`config.mk`:
```
export PLATFORM = sky130hd
export DESIGN_NAME = daily_temperature_history
export DESIGN_NICKNAME = d
export VERILOG_FILES = /design/src/design/dth_pkg.sv /design/src/design/dth_avg_div.sv /design/src/design/daily_temperature_history.sv
export SDC_FILE = /design/constraint.sdc
export NUM_CORES = 2
export LEC_CHECK = 0
export ABC_AREA = 1
export BUFFER_PORTS_ARGS = -buffer_cell sky130_fd_sc_hd__buf_2
export CORE_UTILIZATION = 40
export CTS_BUF_LIST = sky130_fd_sc_hd__clkbuf_8
export DETAILED_ROUTE_END_ITERATION = 6
export GPL_TIMING_DRIVEN = 0
export PLACE_DENSITY_LB_ADDON = 0.15
export SYNTH_ARGS = -nofsm -noshare
export SYNTH_HDL_FRONTEND = slang
export SYNTH_HIERARCHICAL = 1
export SYNTH_SLANG_ARGS = --single-unit
```
`constraint.sdc`:
```
create_clock -name clk -period 8.76 [get_ports clk]
set_clock_uncertainty 0.1 [all_clocks]
set_input_delay 1.752 -clock clk [delete_from_list [all_inputs] [get_ports clk]]
set_output_delay 1.752 -clock clk [all_outputs]
set_load 0.02 [all_outputs]
```
`src/design/dth_pkg.sv`:
```
// ----------------------------------------------------------------------------
// Daily temperature history: package
// Op codes, register indexes, reset constants and the stored entry type.
// ----------------------------------------------------------------------------
package dth_pkg;

  localparam int DEPTH_DEFAULT  = 16;
  localparam int PROBES_DEFAULT = 16;

  // item op codes
  localparam logic [2:0] OP_TICK         = 3'd0;
  localparam logic [2:0] OP_CLEAR        = 3'd1;
  localparam logic [2:0] OP_BROWSE_RESET = 3'd2;
  localparam logic [2:0] OP_NEWER        = 3'd3;
  localparam logic [2:0] OP_OLDER        = 3'd4;

  // configuration register indexes
  localparam logic [0:0] REG_ACTUAL_PERIOD = 1'b0;
  localparam logic [0:0] REG_DAY_PERIOD    = 1'b1;

  localparam logic [31:0] ACTUAL_PERIOD_RESET = 32'd1000;
  localparam logic [31:0] DAY_PERIOD_RESET    = 32'd3600000;

  localparam logic signed [15:0] RUN_MIN_RESET    = 16'sd90;
  localparam logic signed [15:0] RUN_MAX_RESET    = -16'sd30;
  localparam logic signed [15:0] PROBE_LOW_RESET  = 16'sh7FFF;
  localparam logic signed [15:0] PROBE_HIGH_RESET = 16'sh8000;

  // one day of history
  typedef struct packed {
    logic signed [15:0] avg;
    logic signed [15:0] low;
    logic signed [15:0] high;
  } entry_t;

endpackage

```
`src/design/dth_avg_div.sv`:
```
// ----------------------------------------------------------------------------
// Daily temperature history: day average divider
// Probe sum times the reciprocal of PROBES, truncated toward zero.
// ----------------------------------------------------------------------------
module dth_avg_div #(
  parameter int PROBES = dth_pkg::PROBES_DEFAULT,
  localparam int SUM_W = $clog2(PROBES) + 17
) (
  input  logic                    clk,
  input  logic                    rst,
  input  logic                    start,
  input  logic signed [SUM_W-1:0] sum,
  output logic                    done,
  output logic signed [15:0]      avg
);

  // exact for every magnitude below 2^SUM_W: RECIP = ceil(2^SH / PROBES)
  localparam int LG = $clog2(PROBES);
  localparam int SH = SUM_W + LG;
  localparam int MW = SUM_W + 1;
  localparam int PW = SUM_W + MW;
  localparam logic [63:0] RECIP_WIDE =
    ((64'd1 << SH) + 64'(PROBES) - 64'd1) / 64'(PROBES);
  localparam logic [MW-1:0] RECIP = RECIP_WIDE[MW-1:0];

  logic             busy;
  logic             neg;
  logic [SUM_W-1:0] mag;
  logic [SUM_W-1:0] mag_q;
  logic [PW-1:0]    prod;
  logic [15:0]      quo;

  // magnitude of the signed sum
  assign mag = sum[SUM_W-1] ? (~sum + 1'b1) : sum;

  // constant multiply by the reciprocal
  assign prod = PW'(mag_q) * PW'(RECIP);

  // stage control: operands at start, quotient in the cycle after
  always_ff @(posedge clk) begin
    if (rst) begin
      busy <= 1'b0;
      done <= 1'b0;
    end else begin
      done <= busy;
      busy <= start;
    end
  end

  always_ff @(posedge clk) begin
    if (start) begin
      neg   <= sum[SUM_W-1];
      mag_q <= mag;
    end
    if (busy) quo <= prod[SH+15:SH];
  end

  // quotient is at most 2^15, so 16 bits carry it before the sign goes back on
  assign avg = neg ? (~quo + 1'b1) : quo;

endmodule

```
`src/design/daily_temperature_history.sv`:
```
// ----------------------------------------------------------------------------
// Daily temperature history
// Running min/max, day probes and a ring of daily average, low and high entries with browsing.
// ----------------------------------------------------------------------------
//  Channel   Direction  Handshake                   Payload
//  item      in         item_valid / item_stall     op, temperature
//  result    out        result_valid / result_stall actual_min .. has_older
//  config    in         cfg_we                      cfg_index, cfg_data
//
//  Ticks, clears, browse resets and browse steps that do not move report from
//  ST_IDLE. A browse step that moves reads the history memory and reports
//  from ST_SHOW. A day event that closes the day waits in ST_DIV for the
//  reciprocal-multiply average and reports with the ring write.
//  Reset is synchronous; history needs no clearing pass, since only entries
//  written since the last clear are ever shown. Behind a held result a skid
//  register takes one more item's result before item_stall rises.
// ----------------------------------------------------------------------------
module daily_temperature_history #(
  parameter int DEPTH  = dth_pkg::DEPTH_DEFAULT,
  parameter int PROBES = dth_pkg::PROBES_DEFAULT,
  localparam int CW    = $clog2(DEPTH + 1)
) (
  input  logic                 clk,
  input  logic                 rst,
  input  logic                 cfg_we,
  input  logic [0:0]           cfg_index,
  input  logic [31:0]          cfg_data,
  input  logic                 item_valid,
  output logic                 item_stall,
  input  logic [2:0]           op,
  input  logic signed [15:0]   temperature,
  output logic                 result_valid,
  input  logic                 result_stall,
  output logic signed [15:0]   actual_min,
  output logic signed [15:0]   actual_max,
  output logic [CW-1:0]        history_count,
  output logic                 entry_valid,
  output logic [CW-1:0]        entry_day,
  output logic signed [15:0]   entry_avg,
  output logic signed [15:0]   entry_min,
  output logic signed [15:0]   entry_max,
  output logic                 has_newer,
  output logic                 has_older
);

  localparam int AW    = $clog2(DEPTH);
  localparam int PCW   = $clog2(PROBES + 1);
  localparam int SUM_W = $clog2(PROBES) + 17;

  localparam logic [1:0] ST_IDLE = 2'd0;
  localparam logic [1:0] ST_DIV  = 2'd1;
  localparam logic [1:0] ST_SHOW = 2'd2;

  typedef struct packed {
    logic signed [15:0] act_min;
    logic signed [15:0] act_max;
    logic [CW-1:0]      count;
    logic               ent_valid;
    logic [CW-1:0]      day;
    dth_pkg::entry_t    ent;
    logic               newer;
    logic               older;
  } res_t;

  // configuration
  logic [31:0] act_period;
  logic [31:0] day_period;

  // scalar state
  logic [1:0]              state, state_next;
  logic signed [15:0]      run_min, run_min_next;
  logic signed [15:0]      run_max, run_max_next;
  logic [31:0]             act_elapsed, act_elapsed_next;
  logic [31:0]             day_elapsed, day_elapsed_next;
  logic [PCW-1:0]          probe_count, probe_count_next;
  logic signed [SUM_W-1:0] probe_sum, probe_sum_next;
  logic signed [15:0]      probe_low, probe_low_next;
  logic signed [15:0]      probe_high, probe_high_next;
  logic [CW-1:0]           write_index, write_index_next;
  logic                    ring_full, ring_full_next;
  logic [CW-1:0]           browse_pos, browse_pos_next;
  logic signed [15:0]      wr_low;
  logic signed [15:0]      wr_high;

  // history memory
  dth_pkg::entry_t mem [DEPTH];
  dth_pkg::entry_t rd_entry;
  dth_pkg::entry_t wr_entry;
  logic            mem_we;
  logic            rd_en;
  logic [AW-1:0]   wa;

  // result path
  res_t res_q, skid_q, res_n;
  logic res_valid, skid_valid;
  logic produce;
  logic ent_valid;

  // divider
  logic               div_start;
  logic               div_done;
  logic signed [15:0] div_avg;

  logic               accept;
  logic [CW-1:0]      size, size_next, wi;
  logic [31:0]        act_inc, day_inc;

  assign item_stall = (state != ST_IDLE) || skid_valid;
  assign accept     = item_valid && !item_stall;
  assign size       = ring_full ? CW'(DEPTH) : write_index;

  dth_avg_div #(.PROBES(PROBES)) u_div (
    .clk   (clk),
    .rst   (rst),
    .start (div_start),
    .sum   (probe_sum),
    .done  (div_done),
    .avg   (div_avg)
  );

  // next state of the item processing
  always_comb begin
    state_next       = state;
    run_min_next     = run_min;
    run_max_next     = run_max;
    act_elapsed_next = act_elapsed;
    day_elapsed_next = day_elapsed;
    probe_count_next = probe_count;
    probe_sum_next   = probe_sum;
    probe_low_next   = probe_low;
    probe_high_next  = probe_high;
    write_index_next = write_index;
    ring_full_next   = ring_full;
    browse_pos_next  = browse_pos;
    produce          = 1'b0;
    ent_valid        = 1'b0;
    div_start        = 1'b0;
    mem_we           = 1'b0;
    rd_en            = 1'b0;
    wi               = write_index;
    act_inc          = act_elapsed + 32'd1;
    day_inc          = day_elapsed + 32'd1;

    unique case (state)
      ST_IDLE: begin
        if (accept) begin
          produce = 1'b1;
          case (op)
            dth_pkg::OP_TICK: begin
              // running min/max first
              if (act_inc >= act_period) begin
                act_elapsed_next = '0;
                if (temperature < run_min) run_min_next = temperature;
                if (temperature > run_max) run_max_next = temperature;
              end else begin
                act_elapsed_next = act_inc;
              end
              // day event: close the day or take a probe
              if (day_inc >= day_period) begin
                day_elapsed_next = '0;
                if (probe_count >= PCW'(PROBES)) begin
                  div_start        = 1'b1;
                  produce          = 1'b0;
                  state_next       = ST_DIV;
                  probe_count_next = '0;
                  probe_sum_next   = '0;
                  probe_low_next   = dth_pkg::PROBE_LOW_RESET;
                  probe_high_next  = dth_pkg::PROBE_HIGH_RESET;
                end else begin
                  probe_count_next = probe_count + 1'b1;
                  probe_sum_next   = probe_sum + SUM_W'(temperature);
                  if (temperature < probe_low)  probe_low_next  = temperature;
                  if (temperature > probe_high) probe_high_next = temperature;
                end
              end else begin
                day_elapsed_next = day_inc;
              end
            end
            dth_pkg::OP_CLEAR: begin
              write_index_next = '0;
              ring_full_next   = 1'b0;
              browse_pos_next  = '0;
            end
            dth_pkg::OP_BROWSE_RESET: begin
              browse_pos_next = size;
            end
            dth_pkg::OP_NEWER: begin
              if (browse_pos != '0) begin
                browse_pos_next = browse_pos - 1'b1;
                rd_en           = 1'b1;
                produce         = 1'b0;
                state_next      = ST_SHOW;
              end
            end
            dth_pkg::OP_OLDER: begin
              if ((CW + 1)'(browse_pos) + 1'b1 < (CW + 1)'(size)) begin
                browse_pos_next = browse_pos + 1'b1;
                rd_en           = 1'b1;
                produce         = 1'b0;
                state_next      = ST_SHOW;
              end
            end
            default: begin
            end
          endcase
        end
      end
      ST_DIV: begin
        // ring write once the average is ready
        if (div_done) begin
          if (write_index == CW'(DEPTH)) begin
            wi             = '0;
            ring_full_next = 1'b1;
          end
          mem_we           = 1'b1;
          write_index_next = wi + 1'b1;
          produce          = 1'b1;
          state_next       = ST_IDLE;
        end
      end
      ST_SHOW: begin
        produce    = 1'b1;
        ent_valid  = 1'b1;
        state_next = ST_IDLE;
      end
      default: begin
        state_next = ST_IDLE;
      end
    endcase
  end

  assign wa       = wi[AW-1:0];
  assign wr_entry = '{avg: div_avg, low: wr_low, high: wr_high};

  // result built from the updated state
  always_comb begin
    size_next     = ring_full_next ? CW'(DEPTH) : write_index_next;
    res_n.act_min = run_min_next;
    res_n.act_max = run_max_next;
    res_n.count   = size_next;
    res_n.ent_valid = ent_valid;
    res_n.day     = ent_valid ? (size_next - browse_pos_next) : '0;
    res_n.ent     = ent_valid ? rd_entry : '0;
    res_n.newer   = (browse_pos_next != '0);
    res_n.older   = ((CW + 1)'(browse_pos_next) + 1'b1 < (CW + 1)'(size_next));
  end

  // configuration registers
  always_ff @(posedge clk) begin
    if (rst) begin
      act_period <= dth_pkg::ACTUAL_PERIOD_RESET;
      day_period <= dth_pkg::DAY_PERIOD_RESET;
    end else if (cfg_we) begin
      unique case (cfg_index)
        dth_pkg::REG_ACTUAL_PERIOD: act_period <= cfg_data;
        dth_pkg::REG_DAY_PERIOD:    day_period <= cfg_data;
      endcase
    end
  end

  // block state
  always_ff @(posedge clk) begin
    if (rst) begin
      state       <= ST_IDLE;
      run_min     <= dth_pkg::RUN_MIN_RESET;
      run_max     <= dth_pkg::RUN_MAX_RESET;
      act_elapsed <= '0;
      day_elapsed <= '0;
      probe_count <= '0;
      probe_sum   <= '0;
      probe_low   <= dth_pkg::PROBE_LOW_RESET;
      probe_high  <= dth_pkg::PROBE_HIGH_RESET;
      write_index <= '0;
      ring_full   <= 1'b0;
      browse_pos  <= '0;
    end else begin
      state       <= state_next;
      run_min     <= run_min_next;
      run_max     <= run_max_next;
      act_elapsed <= act_elapsed_next;
      day_elapsed <= day_elapsed_next;
      probe_count <= probe_count_next;
      probe_sum   <= probe_sum_next;
      probe_low   <= probe_low_next;
      probe_high  <= probe_high_next;
      write_index <= write_index_next;
      ring_full   <= ring_full_next;
      browse_pos  <= browse_pos_next;
    end
  end

  // day low/high held while the average is divided
  always_ff @(posedge clk) begin
    if (div_start) begin
      wr_low  <= probe_low;
      wr_high <= probe_high;
    end
  end

  // history memory, registered read
  always_ff @(posedge clk) begin
    if (mem_we) mem[wa] <= wr_entry;
    if (rd_en)  rd_entry <= mem[browse_pos_next[AW-1:0]];
  end

  // output register with skid
  always_ff @(posedge clk) begin
    if (rst) begin
      res_valid  <= 1'b0;
      skid_valid <= 1'b0;
    end else if (produce) begin
      if (!res_valid || !result_stall) begin
        res_q     <= res_n;
        res_valid <= 1'b1;
      end else begin
        skid_q     <= res_n;
        skid_valid <= 1'b1;
      end
    end else if (res_valid && !result_stall) begin
      if (skid_valid) begin
        res_q      <= skid_q;
        skid_valid <= 1'b0;
      end else begin
        res_valid <= 1'b0;
      end
    end
  end

  assign result_valid  = res_valid;
  assign actual_min    = res_q.act_min;
  assign actual_max    = res_q.act_max;
  assign history_count = res_q.count;
  assign entry_valid   = res_q.ent_valid;
  assign entry_day     = res_q.day;
  assign entry_avg     = res_q.ent.avg;
  assign entry_min     = res_q.ent.low;
  assign entry_max     = res_q.ent.high;
  assign has_newer     = res_q.newer;
  assign has_older     = res_q.older;

endmodule

```
==> metrics <==
CTS Buffer Depth=3; Async SR Flop Fraction=0%; Worst Reg2Reg Path Length in Cells=24; initial antenna violation count=19; Tcrit/Tclk final=70.0%; die width=391 um; remaining global-route overflow=0; dpl hpwl=about 130000 um; CP required=9290 ps; Sw Ratio=a little under a quarter; # port buffers=around 150; Post-CTS Hold Fix Bufs=0; worst r2r src=day_elapsed[0]; TritonRoute pass-1 iters=6; Post-DP Area=between 60000 and 70000 um2; Setup CP Type=register to register; Vias/cell=around 5; worst reg2reg setup slack=roughly 2600 ps; Final ANT Viol Nets=0; Seq/Total Area, Yosys=about three fifths; worst vdd ir=0.000102 V; synthesis-to-layout area growth=14.2%; final setup TNS=0 ps; crit-path max FO=10; first-pass GRT wire length=~270000 um; drt total wl=181000 um; hold slack=~310 ps; Tot GR Track Use=23.8%; PnR Total Power=approximately 12 mW; Post-synth top flop=edfxtp_1; Worst-path clk slew=~60 ps; Post-synth EDFFs=about 1100; DRC=0; nets@finish=between 6000 and 7000; Final Max Slew Viols=0; num ports=152; Inserted Clock Buffers=about 220; starting density of the core=between 40% and 50%; Comb power frac=3.2%; CP Capture Point=entry_max[11]; DR vias=between 40000 and 50000; insertion delay to the later sink of the worst-skew pair=between 900 and 1000 ps; Yosys warnings=6; DIE AREA=between 150000 and 200000 um2; Pwr Density=around 180 nW/um2; Placer Congestion=~0.88; Finished Layout Cells=roughly 8800; critical path capture point type=register; #FFs+latches synth=between 1000 and 1500; CTS tree=done; switching power of the nets=2.88 mW; syn_nets=around 6500; fin crit period=~6100 ps; Netlist cell types=between 50 and 60; post-synthesis instance total=roughly 6200; Static Leak=29.5 nW; Peak Freq=163 MHz; Post-CTS Setup Bufs=0; CP Launch Type=register; register share of total power=53.6%; CP Launch Point=day_elapsed[0]; Root Buffer=clkbuf_8; internal power=9.60 mW; cell area after synthesis=slightly above 60000 um2; Relative slew margins=between 20 and 30%; max-cap violations=0; FF-to-FF End=entry_max[11]; FP Rows=around 140; Setup violations, final=0; status=completed; H-tree depth=4; RSZ-0062 raised after global routing=false; Cells after DPL=around 8400; WP data arrival=about 6700 ps; actual slew at the worst max-slew pin=between 1000 and 1500 ps; Avg Cell Area, Syn=around 9.7 um2; DRT iter0 DRCs=between 3000 and 4000; Core Area=150000 um2; post-cts sizing count=0; Finished Cell Area=approximately 69000 um2; post-DR wirelength/cell=20.5 um; DIE HEIGHT=between 300 and 400 um; clk sinks=around 1300; proportion of layout cells with a drive suffix above 1=between 10% and 20%; largest net degree at the start of global routing=65; Hold WC Path Type=register to register; clock power share=between 40% and 50%; number of global-route vias before repair=43500; Hold Vio Cnt, Final=0
[metrics by stage]
step / util, % / setup slack, ps
after CTS: 46.0 / 2590
after detailed placement: 43.2 / 2590
final: 46.0 / 2620
after global placement: 42.5 / -2800
after floorplan: - / 994
after global routing: 46.0 / 2150
[critical path: stages, from the launching register on]
cell	delay, ps
dfxtp_1	410
ha_1	210
nand2_1	90
nor3_1	370
nand4_1	250
nor2_1	200
nand3_1	170
nor2_1	270
a21oi_1	110
nor2b_1	160
inv_1	80
ha_1	280
nand2_1	60
nor2_1	160
nand4_1	150
nor3_1	260
nand4_1	150
nand3_1	440
nand2_1	110
nand2_1	240
nand3_1	180
inv_2	360
clkbuf_1	670
nand2_1	100
o21ai_0	250
[how the worst min path moves through the flow]
stage | slack (ps) | startpoint | endpoint | depth (start not counted)
floorplan | 300 | u_div/mag_q[4] | u_div/quo[0] | 0
global placement | 310 | u_div/mag_q[18] | u_div/quo[14] | 0
detailed placement | 300 | u_div/mag_q[6] | u_div/quo[2] | 0
CTS | 310 | u_div/mag_q[6] | u_div/quo[2] | 0
global route | 320 | u_div/mag_q[6] | u_div/quo[2] | 0
finish | 310 | u_div/mag_q[6] | u_div/quo[2] | 0
[flip-flops by register name, indices dropped and copies added, names as in the netlist, 21 cells and up]
signal and flops:
skid_q 93, probe_sum 21, act_period 32, mem 768
day_period 32, act_elapsed 32, day_elapsed 32, rd_entry 48
[power groups by stage]
| stage | clock network [mW] | registers (mW) | logic [mW] |
|---|---|---|---|
| 2_1_floorplan | 0 | 6.85 | 0.193 |
| 3_3_place_gp | 0 | 6.82 | 0.386 |
| 3_5_place_dp | 0 | 6.82 | 0.397 |
| 4_1_cts | 5.50 | 6.69 | 0.399 |
| 5_1_grt | 5.77 | 6.69 | 0.437 |
| 6_report | 5.39 | 6.69 | 0.395 |
[cell usage after synthesis, drive strengths merged (23+ instances only)]
cell	n	area [um2]
a21oi	227	1140
a22oi	29	218
buf	196	1000
clkbuf	95	358
dfxtp	235	4700
edfxtp	1067	32000
ha	170	2130
inv	1056	3960
nand2	1362	5160
nand3	938	4700
nand3b	154	1160
nand4	36	225
nor2	272	1050
nor3	36	206
o211ai	23	173
o21ai	179	896
xnor2	34	298
xor2	56	505
[final cells by class]
type	count	area, um2
inverters	1058	3970
multi-input cells	3578	18500
flip-flops and latches	1302	36700
plain buffers	291	1360
clock inverters	157	967
fillers	14300	80800
diodes	8	20.0
repair buffers	191	1550
well taps	2016	2520
clock buffers	243	3340
[layout by cell type (no fill, tap or decap), types with 9 or more instances in the layout]
cell type,synthesis,layout
nand2_1,1351,1351
inv_1,1044,1101
edfxtp_1,1067,1067
nand3_1,937,937
buf_2,161,312
nor2_1,263,249
clkbuf_8,0,243
dfxtp_1,235,235
a21oi_1,227,227
o21ai_0,175,174
ha_1,170,170
nand3b_1,154,154
clkbuf_1,94,94
xor2_1,54,50
clkinv_1,2,47
nand4_1,36,36
nor3_1,32,32
xnor2_1,34,31
buf_12,0,30
a22oi_1,29,29
clkinv_2,0,26
o211ai_1,23,23
buf_1,18,18
inv_2,12,17
buf_4,16,17
nor2_4,1,15
or2_2,10,10
a211oi_1,9,9
bufinv_16,0,9
[metal layers]
metal / share of wire, % / vias to the layer above / wire [um] / GRT usage (%)
met1: 41 / 21000 / 74700 / 29.2
li1: - / 21500 / - / -
met5: 0.078 / - / 141 / 0
met2: 49 / 1212 / 88300 / 40.8
met4: 3.9 / 22 / 7140 / 9.61
met3: 6.2 / 345 / 11200 / 4.81
[logic make-up (layout without fill, tap and decap cells)]
group	after synthesis	count (layout)	share of synthesized area, %
other cells	0	8	0
compound gates	489	489	4.40
buf+inv	1349	1940	8.83
simple gates	2827	2827	21.0
flops	1302	1302	60.8
xor+xnor	90	90	1.33
fa+ha+maj	172	172	3.59
Power figures use the tool's default switching activity.
